[src/sv/gto_ram.sv]
`timescale 1ns / 1ps
// ----------------------------------------------------------------------------
// gto_ram
// Simple dual-port synchronous RAM, one write and one registered read port.
// ----------------------------------------------------------------------------
module gto_ram #(
  parameter int WIDTH = 8,
  parameter int DEPTH = 64
) (
  input  logic                     clk,
  input  logic                     we,
  input  logic [$clog2(DEPTH)-1:0] waddr,
  input  logic [WIDTH-1:0]         wdata,
  input  logic [$clog2(DEPTH)-1:0] raddr,
  output logic [WIDTH-1:0]         rdata
);

  logic [WIDTH-1:0] mem [DEPTH];
  logic [WIDTH-1:0] rdata_r;

  // Write port
  always_ff @(posedge clk) begin
    if (we) begin
      mem[waddr] <= wdata;
    end
  end

  // Registered read port
  always_ff @(posedge clk) begin
    rdata_r <= mem[raddr];
  end

  assign rdata = rdata_r;

endmodule

[config.mk]
export PLATFORM = sky130hd
export DESIGN_NAME = gto_ram
export DESIGN_NICKNAME = d
export VERILOG_FILES = /design/src/sv/gto_ram.sv
export SDC_FILE = /design/constraint.sdc
export NUM_CORES = 1
export LEC_CHECK = 0
export BUFFER_PORTS_ARGS = -buffer_cell sky130_fd_sc_hd__buf_4
export CAP_MARGIN = 0
export CORE_MARGIN = 5
export CORE_UTILIZATION = 39
export DETAILED_ROUTE_END_ITERATION = 8
export MAX_ROUTING_LAYER = met4
export PLACE_DENSITY = 0.63
export SETUP_SLACK_MARGIN = 0.15
export SLEW_MARGIN = 20
export SYNTH_ARGS = -nofsm -noshare
export SYNTH_HDL_FRONTEND = slang
export SYNTH_SLANG_ARGS = --single-unit
[constraint.sdc]
create_clock -name clk -period 3.06 [get_ports clk]
set_input_delay 0.765 -clock clk [delete_from_list [all_inputs] [get_ports clk]]
set_output_delay 0.765 -clock clk [all_outputs]
set_load 0.1 [all_outputs]
# Word-level counts from Yosys, hierarchy flattened
# Memory sizes are Yosys's and may differ from the RTL's. A register that Yosys moved wholly into a read port is not among the register bits.
# Cells that the tools add are included.
# classes
mux,2
# op_table
operator,count
1-bit two-way mux,2
# word_totals
output_inout_bits,8
mem_count,1
in_bits,22
ff_bits,0
ramBits,512
# mem_list
name,words,width,read_ports,rd_clocked_by_memory_dff,write_ports,line_no,text
mem,64,8,1,1,1,18,logic [WIDTH-1:0] mem [DEPTH];

# Logic depth before layout (Yosys ltp)
# depth
depth_word,2
mapped_depth,9

# Worst setup path after synthesis
# Ideal clock, no wire load.
# synth_timing
path_type,input to register
startpoint,input port raddr[1]
endpoint,"register rdata_r[3] (netlist: rdata[3]), read port of mem"
cell_stages,7
n_path_buf,3
setup_slack_ns,0.627
t_required_ns,2.932
setup_time_ns,0.128
arrival_ns,2.305
cell_sequence,buf_4 -> buf_2 -> buf_2 -> mux4_2 -> mux4_2 -> o21ai_1 -> o41ai_1
# synth_lines
item,line_no,text
start: declaration,14,"input logic [$clog2(DEPTH)-1:0] raddr,"
end: declaration,19,logic [WIDTH-1:0] rdata_r;

==> summary.txt <==
Status: completed
Final Hold Viols: 0
Initial DRC count: 1113
Drt drc: 0
Lkg Pwr: 7.49 nW
CP max FO: 21
Setup Slack @ Placement: 38.4 ps
Die height: 237 um
Combinational power share: 0.058
Crit path from: raddr[0]
Clk Latency, worst-skew pair: 570 ps
Worst path most repeated cell: mux4_2
Final ANT Viol Nets: 0
Switch share: 0.206
Post-synth EDFFs: 512
Syn avg cell area: 21.5 um2
Seq/Total Area, Yosys: 0.770
Worst-path clk slew: 70 ps
Cell internal pwr: 11.9 mW
VDD IR max: 0.571 mV
Synth Net Count: 962
CTS Root Cell: clkbuf_16
Fill count: 4296
Routed wire length: 45.4 mm
GP Congestion: 0.843
Layout area overhead: 16.5%
CTS Buffer Depth: 3
CTS tree: done
Site row count: 83
Worst-path cell chain: clkbuf_8, buf_4, mux4_2, mux4_2, nor2_1, nor3_1, o2bb2ai_1
DR vias/cell: 5.48
Switching power: 3.11 mW
Fin crit share: 0.792
Worst setup path endpoint: rdata[2]
Power share of the clock group: 0.416
Worst endpoint required time: 3500 ps
Final setup TNS: 0 ps
Port bufs: 29
Synthesized area: 20200 um2
Most used DFF post-synth: edfxtp_1
Total gr overflow: 0
Power Dens Cells: 641 nW/um2
Detailed placement HPWL: 28.5 mm
Vias in the first global route: 10100
Clock sinks: 520
Crit start category: primary input
Slew HR: 0.490
Initial Utilization: 0.393
R2r endpoint: rdata[6]
Yosys cell types: 40
H-tree depth: 2
Slew @ Worst Pin: 762 ps
Initial DRT Pass Iterations: 6
Final setup vio count: 0
GRT Resource Usage Total: 0.165
Synth warn: 0
Minimum clock period: 2420 ps
Max-slew violations: 0
I/O pin total: 30
Core area: 51300 um2
Share of cells above drive strength 1: 0.306
First-pass GRT wire length: 67.6 mm
Final nets: 1096
Critical path depth: 7
Pin count of the biggest net entering global routing: 65
Number of max-cap violations: 0
Asr flop ratio synth: 0
Crit. End Element: flip-flop
WL/cell: 25.3 um
Max stage delay cell, worst path: mux4_2
Worst min path class: primary input to flip-flop
CTS Hold Bufs: 0
Buf/Inv on CP: 2
CP top delay family: multiplexers
Initial antenna violation count: 1
CP Class: primary input to flip-flop
Num CTS Buffers: 51
Via Count: 9846
Post CTS Setup Buffer Count: 0
# resized after CTS: 0
Fmax: 412 MHz
RSZ-0062 raised after global routing: false
Die width: 237 um
Die area: 56400 um2
Sequential share of power: 0.526
R2R depth: 6
Layout Skew: 21.4 ps
Crit-path max cell delay: 540 ps
FF+latch count, synth: 520
Final worst slack: 636 ps
R2r setup slk: 1040 ps
Post-Synthesis Cells: 940
Reg2reg start: mem[21][6]
CP Data Arrival Time: 2860 ps
## power groups by stage
| stage | sequential [mW] | combinational [mW] | clock (mW) |
|---|---|---|---|
| 6_report | 7.92 | 0.871 | 6.26 |
| 5_1_grt | 7.92 | 0.923 | 6.70 |
| 4_1_cts | 7.91 | 0.880 | 6.38 |
| 3_5_place_dp | 8.07 | 0.879 | 0 |
| 3_3_place_gp | 8.06 | 0.865 | 0 |
| 2_1_floorplan | 8.15 | 0.420 | 0 |
## worst min-delay path by stage
| stage | endpoint | slack, ps | startpoint | cells past startpoint |
|---|---|---|---|---|
| after global routing | rdata[5] | 590 | raddr[5] | 2 |
| after floorplan | rdata[0] | 720 | mem[34][0] | 4 |
| after global placement | rdata[6] | 880 | mem[31][6] | 3 |
| after detailed placement | rdata[0] | 880 | mem[30][0] | 4 |
| final | rdata[3] | 570 | raddr[5] | 2 |
| after CTS | rdata[3] | 540 | raddr[5] | 2 |
## cell usage in the layout (no fill, tap or decap), drive strengths merged, types with 4 or more instances in the layout
cell type and n:
edfxtp 512, buf 131, mux4 126, nor2 83, clkbuf 74, mux2i 23
nand2 19, clkinv 15, nor2b 14, mux2 13, nand3 13, o221ai 8
o22ai 8, dfxtp 8, nand2b 7, nor3 7, a221oi 6, bufinv 6
a211oi 4, o21ai 4
## stage by stage
step | util | power, mW | hold slack (ps) | area [um2] | std cells
after floorplan | - | 8.57 | 718 | 20200 | 940
after global placement | 0.425 | 8.93 | 880 | 21800 | 1701
after detailed placement | 0.425 | 8.95 | 885 | 21800 | 1701
after CTS | 0.458 | 15.2 | 544 | 23500 | 1795
after global routing | 0.458 | 15.5 | 588 | 23500 | 1796
final | 0.458 | 15.1 | 574 | 23500 | 1796
## kinds of logic after synthesis
kind of cell,synth area share
AOI/OAI and AO/OA,0.0207
buffers and inverters,0.0157
DFF,0.770
muxes,0.159
and+or+nand+nor,0.0339
## flip-flops by register name, indices dropped and copies added (netlist names)
register	count
mem	512
rdata	8
## cell usage after synthesis (6+ instances only)
library cell | n | share of area
nor3_1 | 7 | 0.0017
nor2b_1 | 14 | 0.0043
nand2_1 | 19 | 0.0035
buf_4 | 13 | 0.0048
mux2i_1 | 23 | 0.011
nand3_1 | 13 | 0.0032
o22ai_1 | 8 | 0.0025
dfxtp_1 | 8 | 0.0079
clkbuf_1 | 17 | 0.0032
buf_2 | 11 | 0.0027
nor2_1 | 83 | 0.015
a221oi_1 | 6 | 0.0026
edfxtp_1 | 512 | 0.76
mux4_2 | 126 | 0.14
o221ai_1 | 8 | 0.0035
nand2b_1 | 7 | 0.0022
mux2_2 | 13 | 0.0073
## final cells by class
cell class	count	area, um2	share of cell area
diodes	1	2.50	0.000107
clock buffers	73	1430	0.0609
clock inverters	21	244	0.0104
multi-input cells	369	4320	0.184
flip-flops and latches	520	15500	0.661
well taps	680	851	0.0362
repair buffers	132	1110	0.0472
## per-layer routing
| layer | wire, um | global-route usage | up-vias |
|---|---|---|---|
| met2 | 22000 | 0.260 | 364 |
| li1 | - | - | 4197 |
| met5 | 0 | - | - |
| met1 | 19100 | 0.225 | 5215 |
| met4 | 790 | 0.0317 | 0 |
| met3 | 3580 | 0.0396 | 70 |
Note: power is estimated with default switching activity, not from simulation.
