[src/sv/gto_pkg.sv]
`timescale 1ns / 1ps
// ----------------------------------------------------------------------------
// gto_pkg
// Shared types and constants for the topological order engine.
// ----------------------------------------------------------------------------
package gto_pkg;

  localparam int IDX_W  = 7;          // node index as carried on the input
  localparam int NODE_W = 6;          // node index as emitted
  localparam int EDGE_W = 2 * IDX_W;  // one stored edge: {src, dst}

  typedef enum logic [1:0] {
    MODE_CLEAR    = 2'd0,
    MODE_ADD_NODE = 2'd1,
    MODE_ADD_EDGE = 2'd2,
    MODE_SORT     = 2'd3
  } mode_t;

  typedef struct packed {
    mode_t             mode;
    logic [IDX_W-1:0]  src_node;
    logic [IDX_W-1:0]  dst_node;
  } in_item_t;

  typedef struct packed {
    logic [NODE_W-1:0] node_index;
    logic              from_cycle;
    logic              last;
    logic              overflow;
  } out_item_t;

  typedef enum logic [3:0] {
    S_IDLE,
    S_CLR,
    S_CNT_RD,
    S_CNT_EDGE,
    S_CNT_DEG,
    S_PUSH_RD,
    S_PUSH_CHK,
    S_POP,
    S_POP_WAIT,
    S_EMIT,
    S_SCAN_RD,
    S_SCAN_EDGE,
    S_SCAN_DEG,
    S_CYC_RD,
    S_CYC
  } sort_state_t;

endpackage

[src/sv/gto_ram.sv]
`timescale 1ns / 1ps
// ----------------------------------------------------------------------------
// gto_ram
// Simple dual-port synchronous RAM, one write and one registered read port.
// ----------------------------------------------------------------------------
module gto_ram #(
  parameter int WIDTH = 8,
  parameter int DEPTH = 64
) (
  input  logic                     clk,
  input  logic                     we,
  input  logic [$clog2(DEPTH)-1:0] waddr,
  input  logic [WIDTH-1:0]         wdata,
  input  logic [$clog2(DEPTH)-1:0] raddr,
  output logic [WIDTH-1:0]         rdata
);

  logic [WIDTH-1:0] mem [DEPTH];
  logic [WIDTH-1:0] rdata_r;

  // Write port
  always_ff @(posedge clk) begin
    if (we) begin
      mem[waddr] <= wdata;
    end
  end

  // Registered read port
  always_ff @(posedge clk) begin
    rdata_r <= mem[raddr];
  end

  assign rdata = rdata_r;

endmodule

[src/sv/gto_sorter.sv]
`timescale 1ns / 1ps
// ----------------------------------------------------------------------------
// gto_sorter
// Kahn sort sequencer: in-degree RAM with an emitted mark per node, ready
// stack RAM, output register.
// ----------------------------------------------------------------------------
module gto_sorter #(
  parameter int MAX_NODES = 64,
  parameter int MAX_EDGES = 256
) (
  input  logic                              clk,
  input  logic                              rst_n,
  input  logic                              start,
  input  logic [$clog2(MAX_NODES+1)-1:0]    node_count,
  input  logic [$clog2(MAX_EDGES+1)-1:0]    edge_count,
  input  logic                              overflow,
  output logic                              busy,
  output logic [$clog2(MAX_EDGES)-1:0]      edge_raddr,
  input  logic [gto_pkg::EDGE_W-1:0]        edge_rdata,
  output logic                              out_valid,
  input  logic                              out_stall,
  output gto_pkg::out_item_t                out_item
);

  localparam int NCW = $clog2(MAX_NODES + 1);
  localparam int NAW = $clog2(MAX_NODES);
  localparam int ECW = $clog2(MAX_EDGES + 1);
  localparam int EAW = $clog2(MAX_EDGES);
  localparam int DW  = ECW;
  localparam int DGW = DW + 1;  // in-degree count with the emitted mark on top

  gto_pkg::sort_state_t state_r, state_nxt;

  logic [ECW-1:0]             e_r, e_nxt;
  logic [NCW-1:0]             i_r, i_nxt;
  logic [NCW-1:0]             sp_r, sp_nxt;
  logic [NCW-1:0]             k_r, k_nxt;
  logic [gto_pkg::NODE_W-1:0] cur_r, cur_nxt;
  logic [NAW-1:0]             d_r, d_nxt;

  logic                       out_valid_r;
  gto_pkg::out_item_t         out_item_r;

  logic                       deg_we;
  logic [NAW-1:0]             deg_waddr, deg_raddr;
  logic [DGW-1:0]             deg_wdata, deg_rdata;
  logic                       deg_mark;
  logic [DW-1:0]              deg_cnt;
  logic                       stk_we;
  logic [NAW-1:0]             stk_waddr, stk_raddr;
  logic [gto_pkg::NODE_W-1:0] stk_wdata, stk_rdata;

  logic                       emit;
  logic [gto_pkg::NODE_W-1:0] emit_node;
  logic                       emit_cyc;

  logic [gto_pkg::IDX_W-1:0]  edge_src, edge_dst, n_idx;
  logic                       dst_known, src_hit, slot_free;
  logic [NCW-1:0]             n_dec, sp_dec;

  assign edge_src  = edge_rdata[gto_pkg::EDGE_W-1 -: gto_pkg::IDX_W];
  assign edge_dst  = edge_rdata[gto_pkg::IDX_W-1:0];
  assign n_idx     = gto_pkg::IDX_W'(node_count);
  assign dst_known = edge_dst < n_idx;
  assign src_hit   = edge_src == gto_pkg::IDX_W'(cur_r);
  assign slot_free = !out_valid_r || !out_stall;
  assign n_dec     = node_count - NCW'(1);
  assign sp_dec    = sp_r - NCW'(1);
  assign deg_mark  = deg_rdata[DGW-1];
  assign deg_cnt   = deg_rdata[DW-1:0];

  gto_ram #(.WIDTH(DGW), .DEPTH(MAX_NODES)) u_deg (
    .clk   (clk),
    .we    (deg_we),
    .waddr (deg_waddr),
    .wdata (deg_wdata),
    .raddr (deg_raddr),
    .rdata (deg_rdata)
  );

  gto_ram #(.WIDTH(gto_pkg::NODE_W), .DEPTH(MAX_NODES)) u_stack (
    .clk   (clk),
    .we    (stk_we),
    .waddr (stk_waddr),
    .wdata (stk_wdata),
    .raddr (stk_raddr),
    .rdata (stk_rdata)
  );

  // Next state
  always_comb begin
    state_nxt = state_r;
    unique case (state_r)
      gto_pkg::S_IDLE: begin
        if (start && node_count != '0) state_nxt = gto_pkg::S_CLR;
      end
      gto_pkg::S_CLR: begin
        if (i_r == n_dec) state_nxt = gto_pkg::S_CNT_RD;
      end
      gto_pkg::S_CNT_RD: begin
        state_nxt = (e_r == edge_count) ? gto_pkg::S_PUSH_RD : gto_pkg::S_CNT_EDGE;
      end
      gto_pkg::S_CNT_EDGE: begin
        state_nxt = dst_known ? gto_pkg::S_CNT_DEG : gto_pkg::S_CNT_RD;
      end
      gto_pkg::S_CNT_DEG:  state_nxt = gto_pkg::S_CNT_RD;
      gto_pkg::S_PUSH_RD: begin
        state_nxt = (i_r == node_count) ? gto_pkg::S_POP : gto_pkg::S_PUSH_CHK;
      end
      gto_pkg::S_PUSH_CHK: state_nxt = gto_pkg::S_PUSH_RD;
      gto_pkg::S_POP: begin
        state_nxt = (sp_r == '0) ? gto_pkg::S_CYC_RD : gto_pkg::S_POP_WAIT;
      end
      gto_pkg::S_POP_WAIT: state_nxt = gto_pkg::S_EMIT;
      gto_pkg::S_EMIT: begin
        if (deg_mark)       state_nxt = gto_pkg::S_POP;
        else if (slot_free) state_nxt = gto_pkg::S_SCAN_RD;
      end
      gto_pkg::S_SCAN_RD: begin
        state_nxt = (e_r == edge_count) ? gto_pkg::S_POP : gto_pkg::S_SCAN_EDGE;
      end
      gto_pkg::S_SCAN_EDGE: begin
        state_nxt = (src_hit && dst_known) ? gto_pkg::S_SCAN_DEG : gto_pkg::S_SCAN_RD;
      end
      gto_pkg::S_SCAN_DEG: state_nxt = gto_pkg::S_SCAN_RD;
      gto_pkg::S_CYC_RD: begin
        state_nxt = (i_r == node_count) ? gto_pkg::S_IDLE : gto_pkg::S_CYC;
      end
      gto_pkg::S_CYC: begin
        if (deg_mark || slot_free) state_nxt = gto_pkg::S_CYC_RD;
      end
      default: state_nxt = gto_pkg::S_IDLE;
    endcase
  end

  // Datapath controls and counters
  always_comb begin
    e_nxt      = e_r;
    i_nxt      = i_r;
    sp_nxt     = sp_r;
    k_nxt      = k_r;
    cur_nxt    = cur_r;
    d_nxt      = d_r;
    edge_raddr = e_r[EAW-1:0];
    deg_we     = 1'b0;
    deg_waddr  = i_r[NAW-1:0];
    deg_wdata  = '0;
    deg_raddr  = i_r[NAW-1:0];
    stk_we     = 1'b0;
    stk_waddr  = sp_r[NAW-1:0];
    stk_wdata  = gto_pkg::NODE_W'(i_r);
    stk_raddr  = sp_dec[NAW-1:0];
    emit       = 1'b0;
    emit_node  = cur_r;
    emit_cyc   = 1'b0;
    unique case (state_r)
      gto_pkg::S_IDLE: begin
        e_nxt  = '0;
        i_nxt  = '0;
        sp_nxt = '0;
        k_nxt  = '0;
      end
      // zero the in-degree table and the emitted marks
      gto_pkg::S_CLR: begin
        deg_we = 1'b1;
        i_nxt  = (i_r == n_dec) ? '0 : i_r + NCW'(1);
      end
      gto_pkg::S_CNT_RD: begin
        i_nxt = '0;
      end
      gto_pkg::S_CNT_EDGE: begin
        deg_raddr = edge_dst[NAW-1:0];
        d_nxt     = edge_dst[NAW-1:0];
        if (!dst_known) e_nxt = e_r + ECW'(1);
      end
      // count one incoming edge
      gto_pkg::S_CNT_DEG: begin
        deg_we    = 1'b1;
        deg_waddr = d_r;
        deg_wdata = {1'b0, deg_cnt + DW'(1)};
        e_nxt     = e_r + ECW'(1);
      end
      gto_pkg::S_PUSH_RD: ;
      // push start nodes in node order
      gto_pkg::S_PUSH_CHK: begin
        if (deg_rdata == '0) begin
          stk_we = 1'b1;
          sp_nxt = sp_r + NCW'(1);
        end
        i_nxt = i_r + NCW'(1);
      end
      gto_pkg::S_POP: begin
        if (sp_r != '0) sp_nxt = sp_dec;
        i_nxt = '0;
      end
      // latch the popped node and fetch its mark
      gto_pkg::S_POP_WAIT: begin
        cur_nxt   = stk_rdata;
        deg_raddr = stk_rdata[NAW-1:0];
      end
      // emit the popped node and mark it
      gto_pkg::S_EMIT: begin
        deg_raddr = cur_r[NAW-1:0];
        e_nxt     = '0;
        if (!deg_mark && slot_free) begin
          emit      = 1'b1;
          k_nxt     = k_r + NCW'(1);
          deg_we    = 1'b1;
          deg_waddr = cur_r[NAW-1:0];
          deg_wdata = {1'b1, deg_cnt};
        end
      end
      gto_pkg::S_SCAN_RD: ;
      gto_pkg::S_SCAN_EDGE: begin
        deg_raddr = edge_dst[NAW-1:0];
        d_nxt     = edge_dst[NAW-1:0];
        if (!(src_hit && dst_known)) e_nxt = e_r + ECW'(1);
      end
      // drop the in-degree, push on reaching zero
      gto_pkg::S_SCAN_DEG: begin
        deg_waddr = d_r;
        deg_wdata = {1'b0, deg_cnt - DW'(1)};
        stk_wdata = gto_pkg::NODE_W'(d_r);
        if (deg_cnt != '0) begin
          deg_we = 1'b1;
          if (deg_cnt == DW'(1)) begin
            stk_we = 1'b1;
            sp_nxt = sp_r + NCW'(1);
          end
        end
        e_nxt = e_r + ECW'(1);
      end
      gto_pkg::S_CYC_RD: ;
      // append the nodes left on or behind a cycle
      gto_pkg::S_CYC: begin
        emit_node = gto_pkg::NODE_W'(i_r);
        emit_cyc  = 1'b1;
        if (deg_mark) begin
          i_nxt = i_r + NCW'(1);
        end else if (slot_free) begin
          emit  = 1'b1;
          k_nxt = k_r + NCW'(1);
          i_nxt = i_r + NCW'(1);
        end
      end
      default: ;
    endcase
  end

  // Control registers
  always_ff @(posedge clk) begin
    if (!rst_n) begin
      state_r     <= gto_pkg::S_IDLE;
      out_valid_r <= 1'b0;
    end else begin
      state_r <= state_nxt;
      if (emit)           out_valid_r <= 1'b1;
      else if (!out_stall) out_valid_r <= 1'b0;
    end
  end

  // Counters and output payload
  always_ff @(posedge clk) begin
    e_r   <= e_nxt;
    i_r   <= i_nxt;
    sp_r  <= sp_nxt;
    k_r   <= k_nxt;
    cur_r <= cur_nxt;
    d_r   <= d_nxt;
    if (emit) begin
      out_item_r.node_index <= emit_node;
      out_item_r.from_cycle <= emit_cyc;
      out_item_r.last       <= k_r == n_dec;
      out_item_r.overflow   <= overflow;
    end
  end

  assign busy      = state_r != gto_pkg::S_IDLE;
  assign out_valid = out_valid_r;
  assign out_item  = out_item_r;

endmodule

[config.mk]
export PLATFORM = sky130hd
export DESIGN_NAME = gto_sorter
export DESIGN_NICKNAME = d
export VERILOG_FILES = /design/src/sv/gto_pkg.sv /design/src/sv/gto_ram.sv /design/src/sv/gto_sorter.sv
export SDC_FILE = /design/constraint.sdc
export NUM_CORES = 1
export LEC_CHECK = 0
export BUFFER_PORTS_ARGS = -buffer_cell sky130_fd_sc_hd__clkbuf_2
export CELL_PAD_IN_SITES_DETAIL_PLACEMENT = 1
export CELL_PAD_IN_SITES_GLOBAL_PLACEMENT = 1
export CORE_ASPECT_RATIO = 1.2
export CORE_MARGIN = 4
export CORE_UTILIZATION = 54
export DETAILED_ROUTE_END_ITERATION = 7
export HOLD_SLACK_MARGIN = 0.02
export PLACE_DENSITY = 0.77
export RECOVER_POWER = 25
export SYNTH_ARGS = -nofsm -noshare
export SYNTH_HDL_FRONTEND = slang
export SYNTH_SLANG_ARGS = --single-unit
[constraint.sdc]
create_clock -name clk -period 5.6 [get_ports clk]
set_input_delay 0.84 -clock clk [delete_from_list [all_inputs] [get_ports clk]]
set_output_delay 0.84 -clock clk [all_outputs]
set_load 0.02 [all_outputs]
Word level (Yosys, flattened, before mapping)
Memories as Yosys holds them, arrays and structs flattened. A register that Yosys moved wholly into a read port is not among the register bits.
Index checks and enable logic that the tools add are counted.
Operators by class
  muxes and demuxes: 53
  order comparisons: 1
  add/sub/neg operators: 8
  bitwise gates (word level): 0
  equal/unequal tests: 35
  $mul: 0
  div/mod/pow operators: 0
  reduce and logical (&&, ||, !) cells: 29
  shifts and indexed selects: 0
Operator list (number)
  $mux W7: 10
  $pmux W4 S15: 1
  $pmux W7 S4: 2
  $pmux W9 S4: 1
  $pmux W10 S3: 1
  $eq A4 B4 Y1 const B: 7
  $mux W4: 7
  $ne A2 B2 Y1 const B: 12
  $add A7 B1 Y7 const B: 3
  $eq A7 B7 Y1: 3
  $pmux W7 S3: 1
  $add A9 B1 Y9 const B: 2
  $mux W6: 3
  $mux W9: 2
  $pmux W6 S3: 1
  $eq A4 B3 Y1 const B: 4
  $reduce_bool A4 Y1: 4
  $mux W1: 15
  $reduce_bool A7 Y1: 2
  $sub A7 B1 Y7 const B: 2
  $mux W3: 4
  $pmux W6 S2: 1
  $logic_not A10 Y1: 1
  $mux W10: 1
  24 further kinds: 36
Word-level totals
  output and inout port bits: 19
  latch bits: 0
  word-level logic and storage cells: 140
  memories kept: 2
  RAM bits: 1024
  register bits: 56
  memory bits (read-only): 0
Memory list
  u_deg.mem: words 64, width 10, rd ports 1, clocked after Yosys merged registers in 1, write ports 1, line gto_ram.sv:18  | logic [WIDTH-1:0] mem [DEPTH];
  u_stack.mem: words 64, width 6, rd ports 1, clocked after Yosys merged registers in 1, write ports 1, line gto_ram.sv:18

Longest topological paths before layout
  word-level depth: 7
  mapped depth: 15
  depth with buffers taken out: 10

By module
A second synthesis with hierarchy kept.
Unflattened totals
  cell total of the unflattened synthesis: 2351
  area total of the unflattened synthesis: 44752.9 µm²
By module, submodules not included
  gto_ram (u_deg): cells an instance 1118, instances 1, area an instance 25101.6 µm²
  gto_ram (u_stack): cells an instance 720, instances 1, area an instance 15225.9 µm²
  gto_sorter: cells an instance 513, instances 1, area an instance 4425.5 µm²

Least setup slack after synthesis
Ideal clock, no wire load.
  path kind: in2reg
  from: input out_stall
  to: memory u_deg.mem[0][3] in the netlist's numbering (data pin)
  setup time: 0.548 ns
  stages: 7
  path slack: 0.840 ns
  data required time: 5.052 ns
  arrival time: 4.212 ns
  path through: and2_0 or4_1 clkbuf_1 inv_2 buf_2 a221oi_1 a21oi_1
Between the ends
  longest elaborated chain between the ends: 5
Ends and longest elaborated chain
  start, declared: line gto_sorter.sv:21  | input logic out_stall,
  $logic_not A1 Y1
  $logic_or A1 B1 Y1: line gto_sorter.sv:66  | assign slot_free = !out_valid_r || !out_stall;
  $logic_and A1 B1 Y1: line gto_sorter.sv:205  | if (!deg_mark && slot_free) begin
  $mux W10: line gto_sorter.sv:205
  $pmux W10 S3: line gto_sorter.sv:156  | unique case (state_r)
  via deg_wdata[3]: line gto_sorter.sv:46  | logic [DGW-1:0] deg_wdata, deg_rdata;
  end, declared: line gto_ram.sv:18
The timed path passes the listed nets, and every way through them passes these cells.

Worst setup path in the final report
  from: register state_r[2]
  to: register u_deg.rdata_r[9] (netlist: u_deg.rdata[9]) (read register of u_deg.mem)
Between the ends
  longest elaborated chain between the ends: 3
  elaborated cells between the ends (all ways): 6
  those cells by class: eq/ne: 4; mux: 1; reduce/logical: 1
Ends and longest elaborated chain
  start, declared: line gto_sorter.sv:32  | gto_pkg::sort_state_t state_r, state_nxt;
  start signal, assigned: line gto_sorter.sv:253  | state_r <= gto_pkg::S_IDLE;
  start signal, assigned: line gto_sorter.sv:256  | state_r <= state_nxt;
  $eq A4 B4 Y1 / $eq A4 B2 Y1 (equally long branches): line gto_sorter.sv:156
  $reduce_or A2 Y1 (no source line)
  $pmux W6 S3 *: line gto_sorter.sv:156
  end, declared: line gto_ram.sv:19  | logic [WIDTH-1:0] rdata_r;
Mark *: on every way between the ends. The rest lies on a longest branch, timed or not.
A chain may end at the register's enable or synchronous reset.

==> summary.txt <==
Synthesis
  – Count leader, synth: edfxtp_1
  – Yosys warnings: 0
  – Net count after synthesis: 2759
  – Top_reg_cell synth: edfxtp_1
  – Post-Syn Instances: 2706
  – Post-synth EDFFs: 1075
  – Synth area leader: edfxtp_1
  – FF+latch count, synth: 1096
  – Top post-synthesis cells by area: edfxtp_1, mux4_2, nand2_1, nor2_1, and3_1
  – Yosys top cell area share: 72.03%
  – Fraction of registers with async set or reset after synthesis: 0%
  – Top cells by count, synth: edfxtp_1, nand2_1, nor2_1
  – Post-Syn Area: 0.04482 sq mm
  – Yosys cell types: 70
  – Register area share after synthesis: 72.96%
  – Syn_area_per_cell: 16.56 sq um

Clock network
  – CTS tree: yes
  – Root buffer cell: clkbuf_16
  – H-tree Lvls: 3
  – Worst-Skew Late Latency: 0.68 ns
  – CTS resizes: 0
  – Post-CTS Hold Buffers: 0
  – CTS max path bufs: 3
  – CTS Buf Count: 105
  – Sinks on Clock Net: 1096
  – Setup bufs post-CTS: 0
  – Clock-pin slew on the worst setup and hold paths: 0.06 ns

Global route
  – Vias in the first global route: 27710
  – First-pass GRT wire length: 184600 um
  – Initial antenna violation count: 2
  – Largest net degree at the start of global routing: 75
  – Total GRT Usage: 28.36%
  – Grt ovf: 0

Min path
  – Worst Hold Class: in2reg

Die
  – Die width: 271.0 um
  – Die area: 0.08769 sq mm
  – Die height: 323.6 um
  – Core footprint: 0.08216 sq mm
  – Top Ports: 54
  – Initial core utilization: 54.55%
  – Std cell rows: 115

Setup path
  – Reg-to-reg slack, setup: 0.47 ns
  – Critical Path Stages: 11
  – CP Capture Type: register
  – R2r endpoint: u_deg.rdata[9]$_DFF_P_
  – CP top delay family: simple AND/OR/NAND/NOR gates
  – R2R depth: 11
  – Crit Reg-Reg Startpoint: state_r[2]$_SDFFE_PN0P_
  – Worst setup startpoint: state_r[2]$_SDFFE_PN0P_
  – Slowest CP cell: nor4_1
  – Startpoint type of the worst setup path: register
  – CP bufs+invs: 3
  – Worst EP required: 5.99 ns
  – Setup CP Type: reg2reg
  – Worst setup path endpoint: u_deg.rdata[9]$_DFF_P_
  – Crit path cell chain: buf_4 > and3b_1 > a22oi_4 > buf_4 > nand2_4 > buf_4 > a211oi_1 > a31oi_1 > a22o_1 > nor4_1 > nand4_1
  – CP peak stage delay: 1.04 ns
  – Worst Path Arrival: 5.53 ns
  – Crit-path max FO: 42
  – Most common cell on crit path: buf_4

Finish
  – Footprint of the multi-input gates: 0.01137 sq mm
  – # fillers: 7263
  – Sequential cell area: 0.03270 sq mm
  – Share of cells above drive strength 1: 17.42%
  – N_diodes: 0
  – Layout Utilization: 61.15%
  – Layout Area Growth over Synthesis: 12.09%
  – Final net count: 2875

Run status
  – Failing checks: capacitance limit, slew limit
  – Outcome: finished, violations left

Timing
  – TNS Setup: 0 ns
  – Tightest Pin Transition: 3.209 ns
  – Fin crit period: 5.133 ns
  – Slew Limit Fails: 379
  – Clock Skew: 0.02318 ns
  – Final Setup Violations: 0
  – Fin crit share: 91.65%
  – Worst rel slew slack: -113.9%
  – RSZ-0062 raised after global routing: no
  – Maximum clock frequency: 194.8 MHz
  – Final count of hold timing violations: 0

Place
  – PortBufs: 53
  – Final HPWL DP: 78270 um
  – GPL Wtd Cong: 0.8919

Detailed routing
  – DRT iter0 DRCs: 2907
  – Average routed wire per standard cell: 30.56 um
  – Vias per cell: 6.429
  – Final WL: 122700 um
  – Vias: 25810
  – ANT nets after route: 0
  – # DRC: 0
  – TritonRoute pass-1 iters: 6

Power
  – PD cells: 438.9 mW/mm^2
  – Worst VDD drop: 0.0003277 V
  – Design Power: 0.02205 W
  – P_leak: 16.20 nW

Flow run
  – Max_cap viols: 10
area by class of cell:
cell class | count | area share (%)
Multi-Input combinational cell | 1434 | 22.63
Inverter | 25 | 0.1868
Timing Repair Buffer | 160 | 2.112
Tap cell | 1111 | 2.767
Clock buffer | 128 | 5.442
Clock inverter | 61 | 1.766
Sequential cell | 1096 | 65.09
metrics by stage:
| step | cells | hold WS [ns] | setup slack (ns) | area, sq um |
|---|---|---|---|---|
| after global routing | 4015 | 0.3158 | 0.2787 | 50240 |
| after floorplan | 2706 | 0.4006 | 0.8402 | 44820 |
| final | 4015 | 0.3379 | 0.4674 | 50240 |
| after detailed placement | 3826 | 0.4205 | 0.7045 | 46780 |
| after global placement | 3826 | 0.4228 | 0.7595 | 46780 |
| after CTS | 4015 | 0.2994 | 0.6406 | 50400 |
worst min path at each step:
stage,from,to,cells past startpoint
2_1_floorplan,u_stack.rdata[3]$_DFF_P_,cur_r[3]$_DFFE_PN_,0
3_3_place_gp,u_stack.rdata[2]$_DFF_P_,cur_r[2]$_DFFE_PN_,0
3_5_place_dp,u_stack.rdata[1]$_DFF_P_,cur_r[1]$_DFFE_PN_,0
4_1_cts,overflow,out_item[0]$_DFFE_PP_,1
5_1_grt,overflow,out_item[0]$_DFFE_PP_,1
6_report,overflow,out_item[0]$_DFFE_PP_,1
flip-flops by register name, indices dropped and copies added, names as in the netlist:
signal	count
e_r	9
u_stack.mem	384
u_deg.rdata	10
cur_r	6
d_r	6
out_item	9
sp_r	7
u_deg.mem	640
out_valid	1
state_r	4
k_r	7
i_r	7
u_stack.rdata	6
power by group:
group          leakage [nW]  internal, W  switching [W]  total (W)
Clock                  1.76      0.00441        0.00307    0.00748
Sequential             9.66      0.00971       0.000237    0.00995
Combinational          4.78      0.00154        0.00308    0.00462
per-layer routing:
metal	vias to the layer above	share of wire, %	global-route usage (%)
met4	0	5.1	13.08
met1	13510	37	35.32
met5	-	0	0
met3	293	6.4	4.024
met2	1154	52	49.89
li1	10850	-	-
logic make-up after synthesis:
kind of cell	Yosys count	synth area share [%]
AOI/OAI and AO/OA	293	4.782
DFF	1096	72.96
and+or+nand+nor	847	8.462
xor gates and xnor gates	63	1.231
buffers and inverters	176	1.873
adders and majority gates	18	0.5025
muxes	213	10.18
cell usage in the layout (no fill, tap or decap), types with 7 or more instances in the layout:
cell	count
a2111oi_0	12
a211oi_1	31
a21oi_1	39
a22o_1	9
a22oi_1	37
a311oi_1	48
a31oi_1	36
and2_1	8
and3_1	89
buf_4	96
bufinv_16	20
clkbuf_1	53
clkbuf_16	105
clkbuf_2	28
clkinv_1	15
clkinv_2	15
dfxtp_1	21
edfxtp_1	1075
ha_1	17
inv_1	25
mux2i_1	15
mux4_2	194
nand2_1	395
nand2b_1	7
nand3_1	37
nand4_1	19
nor2_1	207
nor2b_1	13
nor3_1	18
nor4_1	14
o21ai_0	27
o22ai_1	7
xnor2_1	36
xor2_1	25
Note: power is estimated with default switching activity, not from simulation.
